`config.mk`:
```
export PLATFORM = sky130hd
export DESIGN_NAME = ibus_frame_receiver_core
export DESIGN_NICKNAME = d
export VERILOG_FILES = /design/src/rtl/core/ibusfr_pkg.sv /design/src/rtl/core/ibus_frame_receiver_core.sv /design/src/rtl/core/ibusfr_ram.sv /design/src/rtl/core/ibusfr_parse.sv /design/src/rtl/core/ibusfr_readout.sv /design/src/rtl/core/ibusfr_ram_placeholder_removed.sv
export SDC_FILE = /design/constraint.sdc
export NUM_CORES = 1
export LEC_CHECK = 0
export ABC_AREA = 1
export BUFFER_PORTS_ARGS = -buffer_cell sky130_fd_sc_hd__buf_2
export CAP_MARGIN = 20
export CORE_MARGIN = 3
export CORE_UTILIZATION = 40
export DETAILED_ROUTE_END_ITERATION = 7
export GPL_TIMING_DRIVEN = 0
export HOLD_SLACK_MARGIN = 0.02
export PLACE_DENSITY = 0.65
export SYNTH_ARGS = -nofsm -noshare
export SYNTH_HDL_FRONTEND = slang
export SYNTH_HIERARCHICAL = 1
export SYNTH_SLANG_ARGS = --single-unit
```
`constraint.sdc`:
```
create_clock -name clk -period 6.4 [get_ports clk]
set_input_delay 0.96 -clock clk [delete_from_list [all_inputs] [get_ports clk]]
set_output_delay 0.96 -clock clk [all_outputs]
set_load 0.05 [all_outputs]
```
`src/rtl/core/ibusfr_pkg.sv`:
```
// Shared types and constants of the iBus frame receiver.
// Depends on nothing; used by the parser, the readout sequencer, the configuration register and the top level.
package ibusfr_pkg;

	// Frame layout
	localparam logic [4:0]  CSUM_LO_POS = 5'd30;
	localparam logic [4:0]  CSUM_HI_POS = 5'd31;
	localparam logic [7:0]  HDR0        = 8'h20;
	localparam logic [7:0]  HDR1        = 8'h40;
	localparam logic [15:0] CSUM_INIT   = 16'hFFFF;
	localparam logic [7:0]  LIMIT_RESET = 8'd10;

	// Item operations
	localparam logic OP_BYTE = 1'b0;
	localparam logic OP_TICK = 1'b1;

	// Result status codes
	localparam logic [1:0] ST_OK       = 2'd0;
	localparam logic [1:0] ST_BAD_HDR  = 2'd1;
	localparam logic [1:0] ST_BAD_SUM  = 2'd2;
	localparam logic [1:0] ST_FAILSAFE = 2'd3;

	typedef enum logic [1:0] {
		EV_GOOD,
		EV_BAD_HDR,
		EV_BAD_SUM,
		EV_FAILSAFE
	} ev_kind_t;

	// Frame event from parser to readout sequencer
	typedef struct packed {
		logic     valid;
		ev_kind_t kind;
	} ev_t;

endpackage

```
`src/rtl/core/ibus_frame_receiver_core.sv`:
```
// iBus frame receiver: top level tying parser, channel RAM and readout sequencer.
// Depends on ibusfr_pkg, ibusfr_ram, ibusfr_parse, ibusfr_readout, ibusfr_cfg.
//
// Input channel (item_valid/item_ready): one word per UART byte (op = 0) or per
// missed-frame tick (op = 1). Bytes fill 32-byte frames by position alone.
// Output channel (result_valid/result_ready): result words with status, channel
// index, channel value and a last flag on the final word of each run.
// Configuration: cfg_we writes the failsafe limit from cfg_wdata at once.
// A byte or tick is taken whenever the readout sequencer is idle.
// A good frame yields CHANNELS words, each by a RAM read, then an output load,
// and input stalls from byte 31 until the last word is loaded; failsafe emits
// CHANNELS zero words; a bad frame emits one word.
// A good frame's first word passes the S_RD state, the RAM read register and
// the output register; an error or failsafe word passes S_ERR or S_ZERO, then the output register.
// The readout pace is set by the registered read of the channel RAM.
// A stalled receiver holds the output word and the busy sequencer; input then waits.
// Reset restarts the frame at position 0, sets the limit to 10 and clears the
// missed-frame counter; the channel RAM needs no clearing.
module ibus_frame_receiver_core #(
	parameter int CHANNELS = 14
) (
	input  logic        clk,
	input  logic        arst_n,
	input  logic        item_valid,
	output logic        item_ready,
	input  logic        op,
	input  logic [7:0]  rx_byte,
	output logic        result_valid,
	input  logic        result_ready,
	output logic [1:0]  frame_status,
	output logic [3:0]  channel_index,
	output logic [15:0] channel_value,
	output logic        last,
	input  logic        cfg_we,
	input  logic [7:0]  cfg_wdata
);

	localparam int AW = (CHANNELS > 1) ? $clog2(CHANNELS) : 1;

	logic            fire;
	logic            idle;
	logic [7:0]      limit;
	logic            ram_we;
	logic [AW-1:0]   ram_waddr;
	logic [15:0]     ram_wdata;
	logic            ram_re;
	logic [AW-1:0]   ram_raddr;
	logic [15:0]     ram_rdata;
	ibusfr_pkg::ev_t ev;

	assign item_ready = idle;
	assign fire       = item_valid && idle;

	ibusfr_cfg u_cfg (
		.clk       (clk),
		.arst_n    (arst_n),
		.cfg_we    (cfg_we),
		.cfg_wdata (cfg_wdata),
		.limit     (limit)
	);

	ibusfr_parse #(.CHANNELS(CHANNELS)) u_parse (
		.clk       (clk),
		.arst_n    (arst_n),
		.fire      (fire),
		.op        (op),
		.rx_byte   (rx_byte),
		.limit     (limit),
		.ram_we    (ram_we),
		.ram_waddr (ram_waddr),
		.ram_wdata (ram_wdata),
		.ev        (ev)
	);

	ibusfr_ram #(.WIDTH(16), .DEPTH(CHANNELS)) u_ram (
		.clk   (clk),
		.we    (ram_we),
		.waddr (ram_waddr),
		.wdata (ram_wdata),
		.re    (ram_re),
		.raddr (ram_raddr),
		.rdata (ram_rdata)
	);

	ibusfr_readout #(.CHANNELS(CHANNELS)) u_readout (
		.clk           (clk),
		.arst_n        (arst_n),
		.ev            (ev),
		.idle          (idle),
		.ram_re        (ram_re),
		.ram_raddr     (ram_raddr),
		.ram_rdata     (ram_rdata),
		.result_valid  (result_valid),
		.result_ready  (result_ready),
		.frame_status  (frame_status),
		.channel_index (channel_index),
		.channel_value (channel_value),
		.last          (last)
	);

	// Channel writes and readout reads never share a cycle
	a_no_rw: assert property (@(posedge clk) disable iff (!arst_n)
		!(ram_we && ram_re))
		else $error("channel RAM read and write collide");

	// No word is accepted while results of a frame are still being read out
	a_busy: assert property (@(posedge clk) disable iff (!arst_n)
		ram_re |-> !item_ready)
		else $error("input taken during readout");

	// A completed good frame starts a RAM read on the next cycle
	a_start: assert property (@(posedge clk) disable iff (!arst_n)
		(ev.valid && ev.kind == ibusfr_pkg::EV_GOOD) |=> ram_re)
		else $error("readout did not start");

endmodule

```
`src/rtl/core/ibusfr_ram.sv`:
```
// Generic single-write, single-read RAM with registered read data.
// Depends on nothing.
module ibusfr_ram #(
	parameter int WIDTH = 16,
	parameter int DEPTH = 14
) (
	input  logic                                   clk,
	input  logic                                   we,
	input  logic [((DEPTH > 1) ? $clog2(DEPTH) : 1)-1:0] waddr,
	input  logic [WIDTH-1:0]                       wdata,
	input  logic                                   re,
	input  logic [((DEPTH > 1) ? $clog2(DEPTH) : 1)-1:0] raddr,
	output logic [WIDTH-1:0]                       rdata
);

	logic [WIDTH-1:0] mem_q [DEPTH];
	logic [WIDTH-1:0] rdata_q;

	// Write port
	always_ff @(posedge clk) begin
		if (we) begin
			mem_q[waddr] <= wdata;
		end
	end

	// Registered read port, holds when not enabled
	always_ff @(posedge clk) begin
		if (re) begin
			rdata_q <= mem_q[raddr];
		end
	end

	assign rdata = rdata_q;

endmodule

```
`src/rtl/core/ibusfr_parse.sv`:
```
// Byte and tick front end: frame position, checksum, header check, missed counter.
// Writes channel words into the channel RAM and raises frame events.
// Depends on ibusfr_pkg.
module ibusfr_parse #(
	parameter int CHANNELS = 14
) (
	input  logic                 clk,
	input  logic                 arst_n,
	input  logic                 fire,
	input  logic                 op,
	input  logic [7:0]           rx_byte,
	input  logic [7:0]           limit,
	output logic                 ram_we,
	output logic [((CHANNELS > 1) ? $clog2(CHANNELS) : 1)-1:0] ram_waddr,
	output logic [15:0]          ram_wdata,
	output ibusfr_pkg::ev_t      ev
);

	localparam int         AW     = (CHANNELS > 1) ? $clog2(CHANNELS) : 1;
	localparam logic [5:0] CH_END = 6'(2 + 2 * CHANNELS);

	logic [4:0]  pos_q;
	logic [15:0] csum_q;
	logic        hdr_ok_q;
	logic [7:0]  low_q;
	logic [7:0]  csum_lo_q;
	logic [7:0]  missed_q;

	logic        byte_fire;
	logic        tick_fire;
	logic        in_ch_range;
	logic [4:0]  ch_off;
	logic [7:0]  missed_next;
	logic        failsafe;
	logic [15:0] rx_sum;

	assign byte_fire   = fire && (op == ibusfr_pkg::OP_BYTE);
	assign tick_fire   = fire && (op == ibusfr_pkg::OP_TICK);
	assign in_ch_range = (pos_q >= 5'd2) && ({1'b0, pos_q} < CH_END);
	assign ch_off      = pos_q - 5'd2;
	assign missed_next = missed_q + 8'd1;
	assign failsafe    = tick_fire && (missed_next >= limit);
	assign rx_sum      = {rx_byte, csum_lo_q};

	// Store a channel word on its high byte
	assign ram_we    = byte_fire && in_ch_range && pos_q[0];
	assign ram_waddr = ch_off[AW:1];
	assign ram_wdata = {rx_byte, low_q};

	// Raise frame events
	always_comb begin
		ev.valid = 1'b0;
		ev.kind  = ibusfr_pkg::EV_GOOD;
		if (byte_fire && pos_q == ibusfr_pkg::CSUM_HI_POS) begin
			ev.valid = 1'b1;
			if (!hdr_ok_q) begin
				ev.kind = ibusfr_pkg::EV_BAD_HDR;
			end else if (rx_sum != csum_q) begin
				ev.kind = ibusfr_pkg::EV_BAD_SUM;
			end
		end else if (failsafe) begin
			ev.valid = 1'b1;
			ev.kind  = ibusfr_pkg::EV_FAILSAFE;
		end
	end

	// Advance frame state
	always_ff @(posedge clk or negedge arst_n) begin
		if (!arst_n) begin
			pos_q     <= '0;
			csum_q    <= ibusfr_pkg::CSUM_INIT;
			hdr_ok_q  <= 1'b1;
			low_q     <= '0;
			csum_lo_q <= '0;
			missed_q  <= '0;
		end else if (byte_fire) begin
			if (pos_q == 5'd0 && rx_byte != ibusfr_pkg::HDR0) begin
				hdr_ok_q <= 1'b0;
			end
			if (pos_q == 5'd1 && rx_byte != ibusfr_pkg::HDR1) begin
				hdr_ok_q <= 1'b0;
			end
			if (pos_q < ibusfr_pkg::CSUM_LO_POS) begin
				csum_q <= csum_q - {8'd0, rx_byte};
			end
			if (in_ch_range && !pos_q[0]) begin
				low_q <= rx_byte;
			end
			if (pos_q == ibusfr_pkg::CSUM_LO_POS) begin
				csum_lo_q <= rx_byte;
			end
			if (pos_q == ibusfr_pkg::CSUM_HI_POS) begin
				pos_q    <= '0;
				csum_q   <= ibusfr_pkg::CSUM_INIT;
				hdr_ok_q <= 1'b1;
				missed_q <= '0;
			end else begin
				pos_q <= pos_q + 5'd1;
			end
		end else if (tick_fire) begin
			if (failsafe) begin
				missed_q <= '0;
				pos_q    <= '0;
				csum_q   <= ibusfr_pkg::CSUM_INIT;
				hdr_ok_q <= 1'b1;
			end else begin
				missed_q <= missed_next;
			end
		end
	end

	// Checksum and header reset together at each frame restart
	a_restart: assert property (@(posedge clk) disable iff (!arst_n)
		ev.valid |=> (pos_q == 5'd0 && csum_q == ibusfr_pkg::CSUM_INIT && hdr_ok_q))
		else $error("frame state not restarted after event");

	// A channel write only lands inside the store
	a_waddr: assert property (@(posedge clk) disable iff (!arst_n)
		ram_we |-> ({1'b0, ch_off[4:1]} < 5'(CHANNELS)))
		else $error("channel write outside store");

endmodule

```
`src/rtl/core/ibusfr_readout.sv`:
```
// Readout sequencer: turns frame events into result words through the output register.
// Reads channel words from the channel RAM one at a time. Depends on ibusfr_pkg.
module ibusfr_readout #(
	parameter int CHANNELS = 14
) (
	input  logic                 clk,
	input  logic                 arst_n,
	input  ibusfr_pkg::ev_t      ev,
	output logic                 idle,
	output logic                 ram_re,
	output logic [((CHANNELS > 1) ? $clog2(CHANNELS) : 1)-1:0] ram_raddr,
	input  logic [15:0]          ram_rdata,
	output logic                 result_valid,
	input  logic                 result_ready,
	output logic [1:0]           frame_status,
	output logic [3:0]           channel_index,
	output logic [15:0]          channel_value,
	output logic                 last
);

	localparam int         AW       = (CHANNELS > 1) ? $clog2(CHANNELS) : 1;
	localparam logic [3:0] LAST_IDX = 4'(CHANNELS - 1);

	typedef enum logic [2:0] {
		S_IDLE,
		S_RD,
		S_LOAD,
		S_ZERO,
		S_ERR
	} state_t;

	state_t      state_q;
	logic [3:0]  idx_q;
	logic [1:0]  err_status_q;
	logic        valid_q;
	logic [1:0]  status_q;
	logic [3:0]  index_q;
	logic [15:0] value_q;
	logic        last_q;
	logic        out_free;
	logic        out_load;

	assign out_free  = !valid_q || result_ready;
	assign out_load  = out_free
		&& (state_q == S_LOAD || state_q == S_ZERO || state_q == S_ERR);
	assign idle      = (state_q == S_IDLE);
	assign ram_re    = (state_q == S_RD);
	assign ram_raddr = idx_q[AW-1:0];

	// Sequence results and hold the output word until taken
	always_ff @(posedge clk or negedge arst_n) begin
		if (!arst_n) begin
			state_q      <= S_IDLE;
			idx_q        <= '0;
			err_status_q <= ibusfr_pkg::ST_BAD_HDR;
			valid_q      <= 1'b0;
			status_q     <= ibusfr_pkg::ST_OK;
			index_q      <= '0;
			value_q      <= '0;
			last_q       <= 1'b0;
		end else begin
			// Raise valid on each load, drop it once the word is taken
			if (out_load) begin
				valid_q <= 1'b1;
			end else if (result_ready) begin
				valid_q <= 1'b0;
			end
			case (state_q)
				S_IDLE: begin
					if (ev.valid) begin
						idx_q <= '0;
						case (ev.kind)
							ibusfr_pkg::EV_GOOD: state_q <= S_RD;
							ibusfr_pkg::EV_FAILSAFE: state_q <= S_ZERO;
							ibusfr_pkg::EV_BAD_HDR: begin
								err_status_q <= ibusfr_pkg::ST_BAD_HDR;
								state_q      <= S_ERR;
							end
							default: begin
								err_status_q <= ibusfr_pkg::ST_BAD_SUM;
								state_q      <= S_ERR;
							end
						endcase
					end
				end
				S_RD: begin
					state_q <= S_LOAD;
				end
				S_LOAD: begin
					if (out_free) begin
						status_q <= ibusfr_pkg::ST_OK;
						index_q  <= idx_q;
						value_q  <= ram_rdata;
						last_q   <= (idx_q == LAST_IDX);
						if (idx_q == LAST_IDX) begin
							state_q <= S_IDLE;
						end else begin
							idx_q   <= idx_q + 4'd1;
							state_q <= S_RD;
						end
					end
				end
				S_ZERO: begin
					if (out_free) begin
						status_q <= ibusfr_pkg::ST_FAILSAFE;
						index_q  <= idx_q;
						value_q  <= '0;
						last_q   <= (idx_q == LAST_IDX);
						if (idx_q == LAST_IDX) begin
							state_q <= S_IDLE;
						end else begin
							idx_q <= idx_q + 4'd1;
						end
					end
				end
				S_ERR: begin
					if (out_free) begin
						status_q <= err_status_q;
						index_q  <= '0;
						value_q  <= '0;
						last_q   <= 1'b1;
						state_q  <= S_IDLE;
					end
				end
				default: begin
					state_q <= S_IDLE;
				end
			endcase
		end
	end

	assign result_valid  = valid_q;
	assign frame_status  = status_q;
	assign channel_index = index_q;
	assign channel_value = value_q;
	assign last          = last_q;

	// Events only arrive while the sequencer is free
	a_ev_idle: assert property (@(posedge clk) disable iff (!arst_n)
		ev.valid |-> (state_q == S_IDLE))
		else $error("frame event while readout busy");

	// Channel index never runs past the store
	a_idx: assert property (@(posedge clk) disable iff (!arst_n)
		(state_q != S_IDLE) |-> (idx_q <= LAST_IDX))
		else $error("readout index out of range");

	// Last word of a channel run carries the top index; errors carry index zero
	a_last: assert property (@(posedge clk) disable iff (!arst_n)
		(valid_q && last_q) |-> (index_q == LAST_IDX
			|| status_q == ibusfr_pkg::ST_BAD_HDR || status_q == ibusfr_pkg::ST_BAD_SUM))
		else $error("last word with wrong index");

endmodule

```
`src/rtl/core/ibusfr_ram_placeholder_removed.sv`:
```
// Configuration register holder for the iBus frame receiver failsafe limit.
// Depends on ibusfr_pkg.
module ibusfr_cfg (
	input  logic       clk,
	input  logic       arst_n,
	input  logic       cfg_we,
	input  logic [7:0] cfg_wdata,
	output logic [7:0] limit
);

	logic [7:0] limit_q;

	// Capture the failsafe limit on each write
	always_ff @(posedge clk or negedge arst_n) begin
		if (!arst_n) begin
			limit_q <= ibusfr_pkg::LIMIT_RESET;
		end else if (cfg_we) begin
			limit_q <= cfg_wdata;
		end
	end

	assign limit = limit_q;

endmodule

```
==> results.py, run 1 <==
metrics = {
    "clocking": {
        "hold_buffers": 0,
        "path_clk_slew_ps": 60,
        "cts_setup_buffers": 0,
        "clockRootBuffer": "clkbuf_16",
        "cts_resized": 0,
        "cts_buffer_depth": 3,
        "insertion_delay_ps": 520,
        "cts_tree": "yes",
        "cts_max_level": 2,
        "cts_buffers": 36,
        "cts.sinks": 327,
    },
    "logic_synthesis": {
        "synth.top_cell.area_share_pct": 47.0,
        "synth-seq-cells": 327,
        "avgSynthCellArea_um2": 9.59,
        "ys_top_cells_by_count": "nand2_1 (564), edfxtp_1 (240), nand3_1 (200), inv_1 (180), dfrtp_1 (67)",
        "synth-edff-count": 240,
        "synthesis.area_um2": 15300,
        "yosysTopAreaCell": "edfxtp_1",
        "yosysMostFrequentCell": "nand2_1",
        "async_reset_ff_share_pct": 26.6,
        "synth_area_leaders": "edfxtp_1 (47%), nand2_1 (14%), dfrtp_1 (11%)",
        "ys_types": 39,
        "synth_warnings": 6,
        "syn_nets": 1650,
        "syn_inst": 1598,
        "synth_flop_cell": "edfxtp_1",
        "yosysSeqAreaShare_pct": 61.4,
    },
    "final_layout": {
        "syn2layout_area_growth_pct": 14.7,
        "fin_cells": 2229,
        "fillers": 3553,
        "layout.nets": 1742,
        "drive_gt1_share_pct": 14.2,
    },
    "worst_setup_path": {
        "cp_cell_sequence": "nor2_2 > nand2_1 > inv_1 > nand2_1 > inv_1 > inv_2 > nor2_4 > inv_4 > or2_1 > inv_2 > nand2_1 > nor2_1 > nand3b_1 > nor2_2",
        "startpoint_type": "flop",
        "rr_startpoint": "u_readout/state_q[0]$_DFFE_PN0P_",
        "critPathBufInv": 5,
        "critical_path.most_common_cell": "nand2_1",
        "worstPathArrival_ps": 3720,
        "end_kind": "flop",
        "cp.required_ps": 6530,
        "critPathTopFamily": "simple AND/OR/NAND/NOR gates",
        "r2r_cells": 14,
        "critical_path.slowest_cell": "nor2_2",
        "rrSetupSlack_ps": 2810,
        "r2r-end": "u_ram/mem_q[10][11]$_DFFE_PP_",
        "critPathKind": "flop to flop",
        "path_max_fanout": 16,
        "slowest_delay_ps": 810,
    },
    "power_and_ir_drop": {
        "power.share.switching_pct": 38.4,
        "seq_power_share_pct": 38.4,
        "intPower_mw": 4.90,
        "switching_power_mw": 3.05,
        "power_frac_comb_pct": 35.3,
        "clkPwrFrac_pct": 26.3,
        "ir_drop_uv": 191,
        "p_per_area_nw_per_um2": 452,
        "power.leakage_nw": 7.77,
    },
    "sta": {
        "min_period_ps": 3590,
        "hold_violations": 0,
        "timing.fmax_mhz": 278,
        "grt_setup_unrepaired": "no",
        "worst_pin_slew_ps": 983,
        "finalCritPeriodShare_pct": 56.1,
        "finalSetupTns_ps": 0,
        "slew_headroom_pct": 34.4,
        "clock_skew_ps": 15.6,
        "setup_violations": 0,
        "drv_slew": 0,
    },
    "floorplan": {
        "die_area_um2": 40700,
        "die_h_um": 202,
        "die-width_um": 202,
        "core_um2": 37700,
        "initial_core_util_pct": 40.7,
        "placementRows": 71,
        "ios": 47,
    },
    "global_routing": {
        "busiest_layer": "met2",
        "grt_pass1_wl_mm": 58.2,
        "antenna_found_initial": 0,
        "grt_max_degree": 64,
        "gr-usage-met3_pct": 2.17,
        "grt_pass1_vias": 10700,
        "gr-usage-met2_pct": 31.3,
        "grtUsageMet1_pct": 24.1,
        "grt_usage_pct": 18.1,
        "grt.overflow.total": 0,
    },
    "route": {
        "wirelength_mm": 36.8,
        "first_iter_violations": 986,
        "drt_first_pass_iters": 5,
        "via_count": 11100,
        "drc_errors": 0,
        "detail_route.wl_per_cell_um": 16.5,
        "postRouteAntennaNets": 0,
        "viasPerCell": 4.98,
    },
    "place": {
        "dp.cells": 2163,
        "io_buffers": 45,
        "hpwl_mm": 25.1,
        "place_congestion": 0.880,
    },
    "hold_path": {
        "hold_path.class": "input port to async pin",
    },
    "run_status": {
        "status": "finished, final reports clean",
    },
    "run": {
        "maxCapViolCount": 0,
    },
}
[metal layers]
layer / routed length (um) / vias up
met5: 0 / -
li1: - / 5384
met3: 2150 / 74
met4: 839 / 0
met1: 16000 / 5268
met2: 17800 / 364
[placed cells by master (no fill, tap or decap), drive strengths merged]
cell type	instances
nand2	571
edfxtp	240
nand3	201
inv	198
buf	114
dfrtp	67
clkbuf	62
nor2	60
o21ai	50
a21oi	36
ha	29
dfstp	20
nand4	14
xnor2	10
nor3	8
xor2	7
or2	6
o21a	4
nand3b	4
o22ai	4
bufinv	3
clkinv	3
diode	2
clkinvlp	2
a21boi	1
and2	1
fa	1
[cell type report]
cell class | count | area [um2] | share of cell area [%]
flip-flops and latches | 327 | 9410 | 53.5
multi-input cells | 1007 | 4750 | 27.0
clock buffers | 54 | 1080 | 6.14
inverters | 196 | 741 | 4.21
well taps | 511 | 639 | 3.64
plain buffers | 68 | 455 | 2.59
repair buffers | 54 | 364 | 2.07
clock inverters | 10 | 135 | 0.769
diodes | 2 | 5.00 | 0.0285
[sequential cells by signal, summed over array words and instances, names as in the netlist]
register                 cells
u_parse/pos_q                5
u_parse/csum_lo_q            8
u_readout/channel_value     16
u_readout/channel_index      4
u_parse/missed_q             8
u_readout/state_q            3
u_readout/frame_status       2
u_parse/hdr_ok_q             1
u_readout/result_valid       1
u_cfg/limit                  8
u_parse/low_q                8
u_parse/csum_q              16
u_readout/err_status_q       2
u_ram/mem_q                224
u_readout/ram_raddr          4
u_ram/rdata                 16
u_readout/last               1
[power by group through the flow]
stage	sequential, mW	combinational [mW]	clock, mW
after floorplan	3.22	1.79	0
after global placement	3.09	2.70	0
after detailed placement	3.09	2.78	0
after CTS	3.05	2.80	2.13
after global routing	3.10	3.12	2.21
final	3.05	2.81	2.09
[cell families after synthesis]
| logic type | after synthesis | share of synthesized area [%] |
|---|---|---|
| adder cells (fa/ha/maj) | 30 | 2.50 |
| AO/OA/AOI/OAI | 95 | 3.46 |
| XOR/XNOR | 17 | 0.972 |
| flip-flops | 327 | 61.4 |
| AND/OR/NAND/NOR | 865 | 23.8 |
| buffers and inverters | 264 | 7.81 |
[worst register-to-register path: stages (launching register included)]
cell and delay (ps):
dfrtp_1 460, nor2_2 260, nand2_1 160, inv_1 130, nand2_1 70, inv_1 100, inv_2 50, nor2_4 160
inv_4 90, or2_1 260, inv_2 90, nand2_1 50, nor2_1 250, nand3b_1 260, nor2_2 810
[worst max path at each step]
stage,from,to,slack [ps],cells after the start
2_1_floorplan,u_readout/state_q[0]$_DFFE_PN0P_,u_ram/mem_q[10][0]$_DFFE_PP_,3150,14
3_3_place_gp,item_valid,u_ram/mem_q[3][11]$_DFFE_PP_,2450,12
3_5_place_dp,item_valid,u_ram/mem_q[10][2]$_DFFE_PP_,2820,12
4_1_cts,u_readout/state_q[0]$_DFFE_PN0P_,u_ram/mem_q[10][11]$_DFFE_PP_,2820,14
5_1_grt,u_readout/state_q[0]$_DFFE_PN0P_,u_ram/mem_q[7][10]$_DFFE_PP_,2550,14
6_report,u_readout/state_q[0]$_DFFE_PN0P_,u_ram/mem_q[10][11]$_DFFE_PP_,2810,14
[stage by stage]
step	cell area (um2)	util, %	worst slack, ps	total power, mW	hold WS (ps)
after global routing	17600	46.7	2550	8.43	374
after floorplan	15300	-	3150	5.00	442
after global placement	16200	43.0	2450	5.79	454
after CTS	17600	46.7	2820	7.99	355
final	17600	46.7	2810	7.95	362
after detailed placement	16400	43.4	2820	5.87	454
(Power assumes the default switching activity.)
==> run 2, diff against run 1 <==
--- a/config.mk
+++ b/config.mk
@@ -5,7 +5,7 @@
 export SDC_FILE = /design/constraint.sdc
 export NUM_CORES = 1
 export LEC_CHECK = 0
-export ABC_AREA = 1
+export ABC_AREA = 0
 export BUFFER_PORTS_ARGS = -buffer_cell sky130_fd_sc_hd__buf_2
 export CAP_MARGIN = 20
 export CORE_MARGIN = 3
==> constraint.sdc (replaced) <==
create_clock -name clk -period 3.63 [get_ports clk]
set_input_delay 0.5445 -clock clk [delete_from_list [all_inputs] [get_ports clk]]
set_output_delay 0.5445 -clock clk [all_outputs]
set_load 0.05 [all_outputs]
==> results.py, run 2 <==
metrics = {
    "final_layout": {
        "seqCellArea_um2": 9410,
        "utilization_pct": 47.5,
        "fin_cells": 1494,
        "final_cell_mix": "edfxtp_1 (240), dfrtp_1 (66), nand2_1 (60)",
        "layout.nets": 1064,
        "multi_input_area_um2": 4520,
        "drive_gt1_share_pct": 28.1,
        "largest_reg_flops": 224,
        "fillers": 2972,
        "regMostFlops": "u_ram/mem_q",
        "syn2layout_area_growth_pct": 15.9,
        "final_common_cell": "edfxtp_1",
    },
    "global_routing": {
        "grt_max_degree": 59,
        "grt.overflow.total": 0,
        "grt_pass1_vias": 8236,
        "grt_pass1_wl_mm": 46.2,
        "antenna_found_initial": 1,
        "grt_usage_pct": 15.3,
    },
    "route": {
        "viasPerCell": 5.33,
        "drt_first_pass_iters": 4,
        "postRouteAntennaNets": 0,
        "drc_errors": 0,
        "detail_route.wl_per_cell_um": 19.3,
        "wirelength_mm": 28.8,
        "via_count": 7958,
        "first_iter_violations": 397,
    },
    "sta": {
        "slew_headroom_pct": 49.0,
        "hold_violations": 0,
        "drv_slew": 0,
        "worst_pin_slew_ps": 762,
        "setup_violations": 0,
        "finalCritPeriodShare_pct": 95.4,
        "min_period_ps": 3460,
        "finalSetupTns_ps": 0,
        "timing.fmax_mhz": 289,
        "hold_slack_ps": 267,
        "grt_setup_unrepaired": "yes",
        "clock_skew_ps": 19.7,
    },
    "logic_synthesis": {
        "synth.top_cell.area_share_pct": 50.4,
        "syn_inst": 915,
        "ys_top_cells_by_count": "edfxtp_1 (240), dfrtp_1 (67), nand2_1 (60), a21oi_1 (42), mux4_2 (39)",
        "avgSynthCellArea_um2": 15.6,
        "synth_warnings": 6,
        "yosysMostFrequentCell": "edfxtp_1",
        "async_reset_ff_share_pct": 26.6,
        "synthesis.area_um2": 14300,
        "synth-edff-count": 240,
        "synth-seq-cells": 327,
        "yosysTopAreaCell": "edfxtp_1",
        "synth_area_leaders": "edfxtp_1 (50%), dfrtp_1 (12%), mux4_2 (6.1%)",
        "synth_flop_cell": "edfxtp_1",
        "yosysSeqAreaShare_pct": 65.8,
        "ys_types": 71,
        "syn_nets": 967,
    },
    "power_and_ir_drop": {
        "power.leakage_nw": 6.08,
        "power.share.switching_pct": 33.0,
        "p_per_area_nw_per_um2": 735,
        "intPower_mw": 8.17,
        "ir_drop_uv": 610,
        "clkPwrFrac_pct": 28.1,
        "seq_power_share_pct": 42.5,
        "switching_power_mw": 4.02,
        "finalPower_mw": 12.2,
        "power_frac_comb_pct": 29.3,
    },
    "floorplan": {
        "initial_core_util_pct": 41.0,
        "die_h_um": 195,
        "placementRows": 68,
        "die-width_um": 195,
        "ios": 47,
        "die_area_um2": 38100,
        "core_um2": 34900,
    },
    "clocking": {
        "cts_max_level": 2,
        "clockRootBuffer": "clkbuf_16",
        "insertion_delay_ps": 520,
        "cts_tree": "yes",
        "cts_buffer_depth": 3,
        "path_clk_slew_ps": 60,
        "cts.sinks": 327,
        "cts_buffers": 34,
    },
    "run_status": {
        "status": "finished, final reports clean",
    },
    "worst_setup_path": {
        "path_max_fanout": 5,
        "critPathKind": "flop to flop",
        "cp.required_ps": 4060,
        "worstPathArrival_ps": 3900,
        "end_kind": "flop",
        "startpoint_type": "flop",
    },
    "hold_path": {
        "hold_path.class": "input port to flop",
    },
    "place": {
        "dp.cells": 1428,
        "place_congestion": 0.803,
        "io_buffers": 45,
        "hpwl_mm": 19.9,
    },
    "run": {
        "maxCapViolCount": 0,
    },
}
run 2: cell count changes after synthesis, moves of 13 or more:
cell / before / now
buf_2: 28 / 15
inv_1: 180 / 28
inv_2: 14 / 0
mux2_2: 0 / 36
mux2i_1: 0 / 16
mux4_2: 0 / 39
nand2_1: 564 / 60
nand3_1: 200 / 15
nor2_1: 55 / 34
o22ai_1: 4 / 19
run 2: through the flow:
stage | setup WS (ps) | instance area [um2]
2_1_floorplan | -3.18 | 14300
3_3_place_gp | -604 | 15100
3_5_place_dp | -88.1 | 15400
4_1_cts | 134 | 16500
5_1_grt | -70.5 | 16600
6_report | 167 | 16600
run 2: power groups by stage:
stage | Combinational [mW] | Clock (mW) | Sequential (mW)
detailed placement | 3.59 | 0 | 5.26
global route | 3.92 | 3.66 | 5.26
CTS | 3.60 | 3.52 | 5.18
floorplan | 2.32 | 0 | 5.52
global placement | 3.49 | 0 | 5.23
finish | 3.58 | 3.43 | 5.18
run 2: layer usage:
metal / wire length [um] / track usage [%]
met1: 13300 / 21.6
met2: 13800 / 25.1
met3: 1270 / 2.48
met4: 422 / 3.56
met5: 7 / 0
run 2: timing repair:
item                                    in CTS  in global routing
gates resized for setup                      0                  7
hold endpoints to repair                    19                  0
endpoints found under the setup margin      16                 58
hold buffers                                 1                  0
pin swaps                                    1                  2
buffers inserted                             1                  2
run 2: worst paths after layout:
| check | start | to | slack [ps] | cells after the start |
|---|---|---|---|---|
| setup / recovery | u_parse/missed_q[0]$_DFFE_PN0P_ | u_readout/err_status_q[0]$_DFFE_PN1P_ | 170 | 14 |
| hold / removal | cfg_wdata[2] | u_cfg/limit[2]$_DFFE_PN0P_ | 270 | 2 |
| setup reg to reg | u_parse/missed_q[0]$_DFFE_PN0P_ | u_readout/err_status_q[0]$_DFFE_PN1P_ | 170 | 14 |
| hold reg to reg | u_readout/channel_value[13]$_DFFE_PN0P_ | u_readout/channel_value[13]$_DFFE_PN0P_ | 470 | 2 |
| max in group asynchronous | arst_n | u_readout/err_status_q[0]$_DFFE_PN1P_ | 2440 | 3 |
| min in group asynchronous | arst_n | u_parse/low_q[5]$_DFFE_PN0P_ | 510 | 2 |
run 2: worst max-delay path: stages, from the launching register on:
cell	delay [ps]
dfrtp_2	440
and3_1	200
and3_1	190
and3_1	180
xor2_1	160
ha_1	290
and3_1	180
and3_1	240
a21oi_1	100
or2_2	350
o21ai_0	150
inv_1	90
ha_1	350
nor2_1	130
mux2_2	340
run 2: final cells by class:
class / instances / share of cell area [%]
Sequential cell: 327 / 56.8
Multi-Input combinational cell: 507 / 27.3
Clock buffer: 42 / 5.44
Tap cell: 455 / 3.43
Timing Repair Buffer: 62 / 2.96
Buffer: 52 / 2.20
Clock inverter: 20 / 1.25
Inverter: 28 / 0.634
Antenna cell: 1 / 0.0151
run 2: kinds of logic (layout without fill, tap and decap cells):
logic type / count (synthesis) / in the layout / share of synthesized area, %
DFF: 327 / 327 / 65.8
and+or+nand+nor: 180 / 180 / 6.35
AOI/OAI and AO/OA: 161 / 161 / 7.61
muxes: 108 / 108 / 12.6
buffers and inverters: 81 / 204 / 3.31
adders and majority gates: 30 / 30 / 2.68
xor gates and xnor gates: 28 / 28 / 1.71
other: 0 / 1 / 0
==> run 3, diff against run 2 <==
--- a/config.mk
+++ b/config.mk
@@ -5,7 +5,7 @@
 export SDC_FILE = /design/constraint.sdc
 export NUM_CORES = 1
 export LEC_CHECK = 0
-export ABC_AREA = 0
+export ABC_AREA = 1
 export BUFFER_PORTS_ARGS = -buffer_cell sky130_fd_sc_hd__buf_2
 export CAP_MARGIN = 20
 export CORE_MARGIN = 3
==> constraint.sdc (replaced) <==
create_clock -name clk -period 3.63 [get_ports clk]
set_input_delay 0.363 -clock clk [delete_from_list [all_inputs] [get_ports clk]]
set_output_delay 0.363 -clock clk [all_outputs]
set_load 0.05 [all_outputs]
==> results.py, run 3 (same netlist as run 1, synthesis figures left out) <==
metrics = {
    "run_status": {
        "status": "finished, final reports clean",
    },
    "worst_setup_path": {
        "cp.required_ps": 3760,
        "startpoint_type": "flop",
        "path_max_fanout": 16,
        "end_kind": "flop",
        "critical_path.slowest_cell": "nor2_2",
        "critical_path.most_common_cell": "nand2_1",
        "cp_cell_sequence": "nor2_2 > nand2_1 > inv_1 > nand2_1 > inv_1 > inv_2 > nor2_4 > inv_4 > or2_1 > inv_2 > nand2_1 > nor2_1 > nand3b_1 > nor2_2",
        "slowest_delay_ps": 820,
        "critPathKind": "flop to flop",
        "rrSetupSlack_ps": 30,
        "worstPathArrival_ps": 3730,
    },
    "floorplan": {
        "ios": 47,
        "die_area_um2": 40700,
        "core_um2": 37700,
        "placementRows": 71,
        "die_h_um": 202,
        "die-width_um": 202,
        "initial_core_util_pct": 40.7,
    },
    "sta": {
        "fin_ws_ps": 31.4,
        "hold_slack_ps": 56.3,
        "hold_violations": 0,
        "finalSetupTns_ps": 0,
        "worst_pin_slew_ps": 1000,
        "clock_skew_ps": 16.0,
        "slew_headroom_pct": 33.0,
        "finalCritPeriodShare_pct": 99.1,
        "grt_setup_unrepaired": "yes",
        "timing.fmax_mhz": 278,
        "min_period_ps": 3600,
        "setup_violations": 0,
        "drv_slew": 0,
    },
    "clocking": {
        "clockRootBuffer": "clkbuf_16",
        "cts_buffer_depth": 3,
        "cts_tree": "yes",
        "cts.sinks": 327,
        "cts_setup_buffers": 0,
        "cts_buffers": 36,
        "path_clk_slew_ps": 60,
        "insertion_delay_ps": 520,
        "cts_max_level": 2,
    },
    "route": {
        "viasPerCell": 4.98,
        "drc_errors": 0,
        "detail_route.wl_per_cell_um": 16.6,
        "via_count": 11100,
        "postRouteAntennaNets": 0,
        "first_iter_violations": 903,
        "wirelength_mm": 37.0,
        "drt_first_pass_iters": 5,
    },
    "hold_path": {
        "hold_path.class": "input port to flop",
    },
    "global_routing": {
        "grt_pass1_vias": 10700,
        "grt_max_degree": 64,
        "grt.overflow.total": 0,
        "antenna_found_initial": 0,
        "grt_pass1_wl_mm": 58.2,
        "grt_usage_pct": 18.1,
    },
    "final_layout": {
        "final_cell_mix": "nand2_1 (564), edfxtp_1 (240), nand3_1 (200)",
        "final_common_cell": "nand2_1",
        "largest_reg_flops": 224,
        "drive_gt1_share_pct": 14.2,
        "layout.nets": 1743,
        "regMostFlops": "u_ram/mem_q",
        "final_cell_area_um2": 17600,
        "syn2layout_area_growth_pct": 14.9,
    },
    "power_and_ir_drop": {
        "ir_drop_uv": 338,
        "p_per_area_nw_per_um2": 798,
        "power.leakage_nw": 7.78,
        "finalPower_mw": 14.0,
    },
    "run": {
        "maxCapViolCount": 0,
    },
    "place": {
        "place_congestion": 0.880,
        "hpwl_mm": 25.1,
        "io_buffers": 45,
        "place_ws_ps": 88.1,
        "place_area_um2": 16400,
    },
}
==> run 3: what timing repair did <==
item / 4_1_cts / 5_1_grt
hold buffers: 1 / 0
endpoints found under the hold margin: 16 / 0
endpoints found under the setup margin: 0 / 96
gates resized for setup: 0 / 3
==> run 3: layer usage <==
metal  vias up  routed length, um  GRT usage, %
li1       5382                  -             -
met1      5309              16000          24.1
met2       342              18000          31.3
met3        68               2210          2.17
met4         0                736          5.01
met5         -                  0             0
==> run 3: critical path, delay by kind of cell (launching register included) <==
family / cells / cell delay, ps
AND/OR/NAND/NOR: 9 / 2270
buffers and inverters: 5 / 480
flip-flops: 1 / 460
==> run 3: report_power, final <==
part	switching (mW)	internal, mW	total, mW	leakage [nW]
combinational	3.42	1.54	4.96	3.94
clock	1.42	2.27	3.69	0.589
sequential	0.561	4.82	5.39	3.25
==> run 3: path summary, 6_finish.rpt <==
| path | start | endpoint | depth (start not counted) |
|---|---|---|---|
| min in group asynchronous | arst_n | u_parse/csum_lo_q[6]$_DFFE_PN0P_ | 2 |
| max in group asynchronous | arst_n | u_readout/err_status_q[0]$_DFFE_PN1P_ | 3 |
| setup reg to reg | u_readout/state_q[0]$_DFFE_PN0P_ | u_ram/mem_q[10][11]$_DFFE_PP_ | 14 |
| setup / recovery | u_readout/state_q[0]$_DFFE_PN0P_ | u_ram/mem_q[10][11]$_DFFE_PP_ | 14 |
| hold reg to reg | u_cfg/limit[1]$_DFFE_PN1P_ | u_cfg/limit[1]$_DFFE_PN1P_ | 2 |
| hold / removal | cfg_wdata[5] | u_cfg/limit[5]$_DFFE_PN0P_ | 3 |
==> run 3: area by class of cell <==
cell class	instances	area (um2)
fillers	3554	20100
flip-flops and latches	327	9410
multi-input cells	1007	4760
clock buffers	54	1080
inverters	196	741
well taps	511	639
plain buffers	68	455
repair buffers	55	374
clock inverters	10	135
diodes	1	2.50
==> run 3: stage by stage <==
step / cells / util, %
floorplan: 1598 / -
global placement: 2154 / 43.0
detailed placement: 2163 / 43.4
CTS: 2228 / 46.7
global route: 2228 / 46.7
finish: 2229 / 46.7
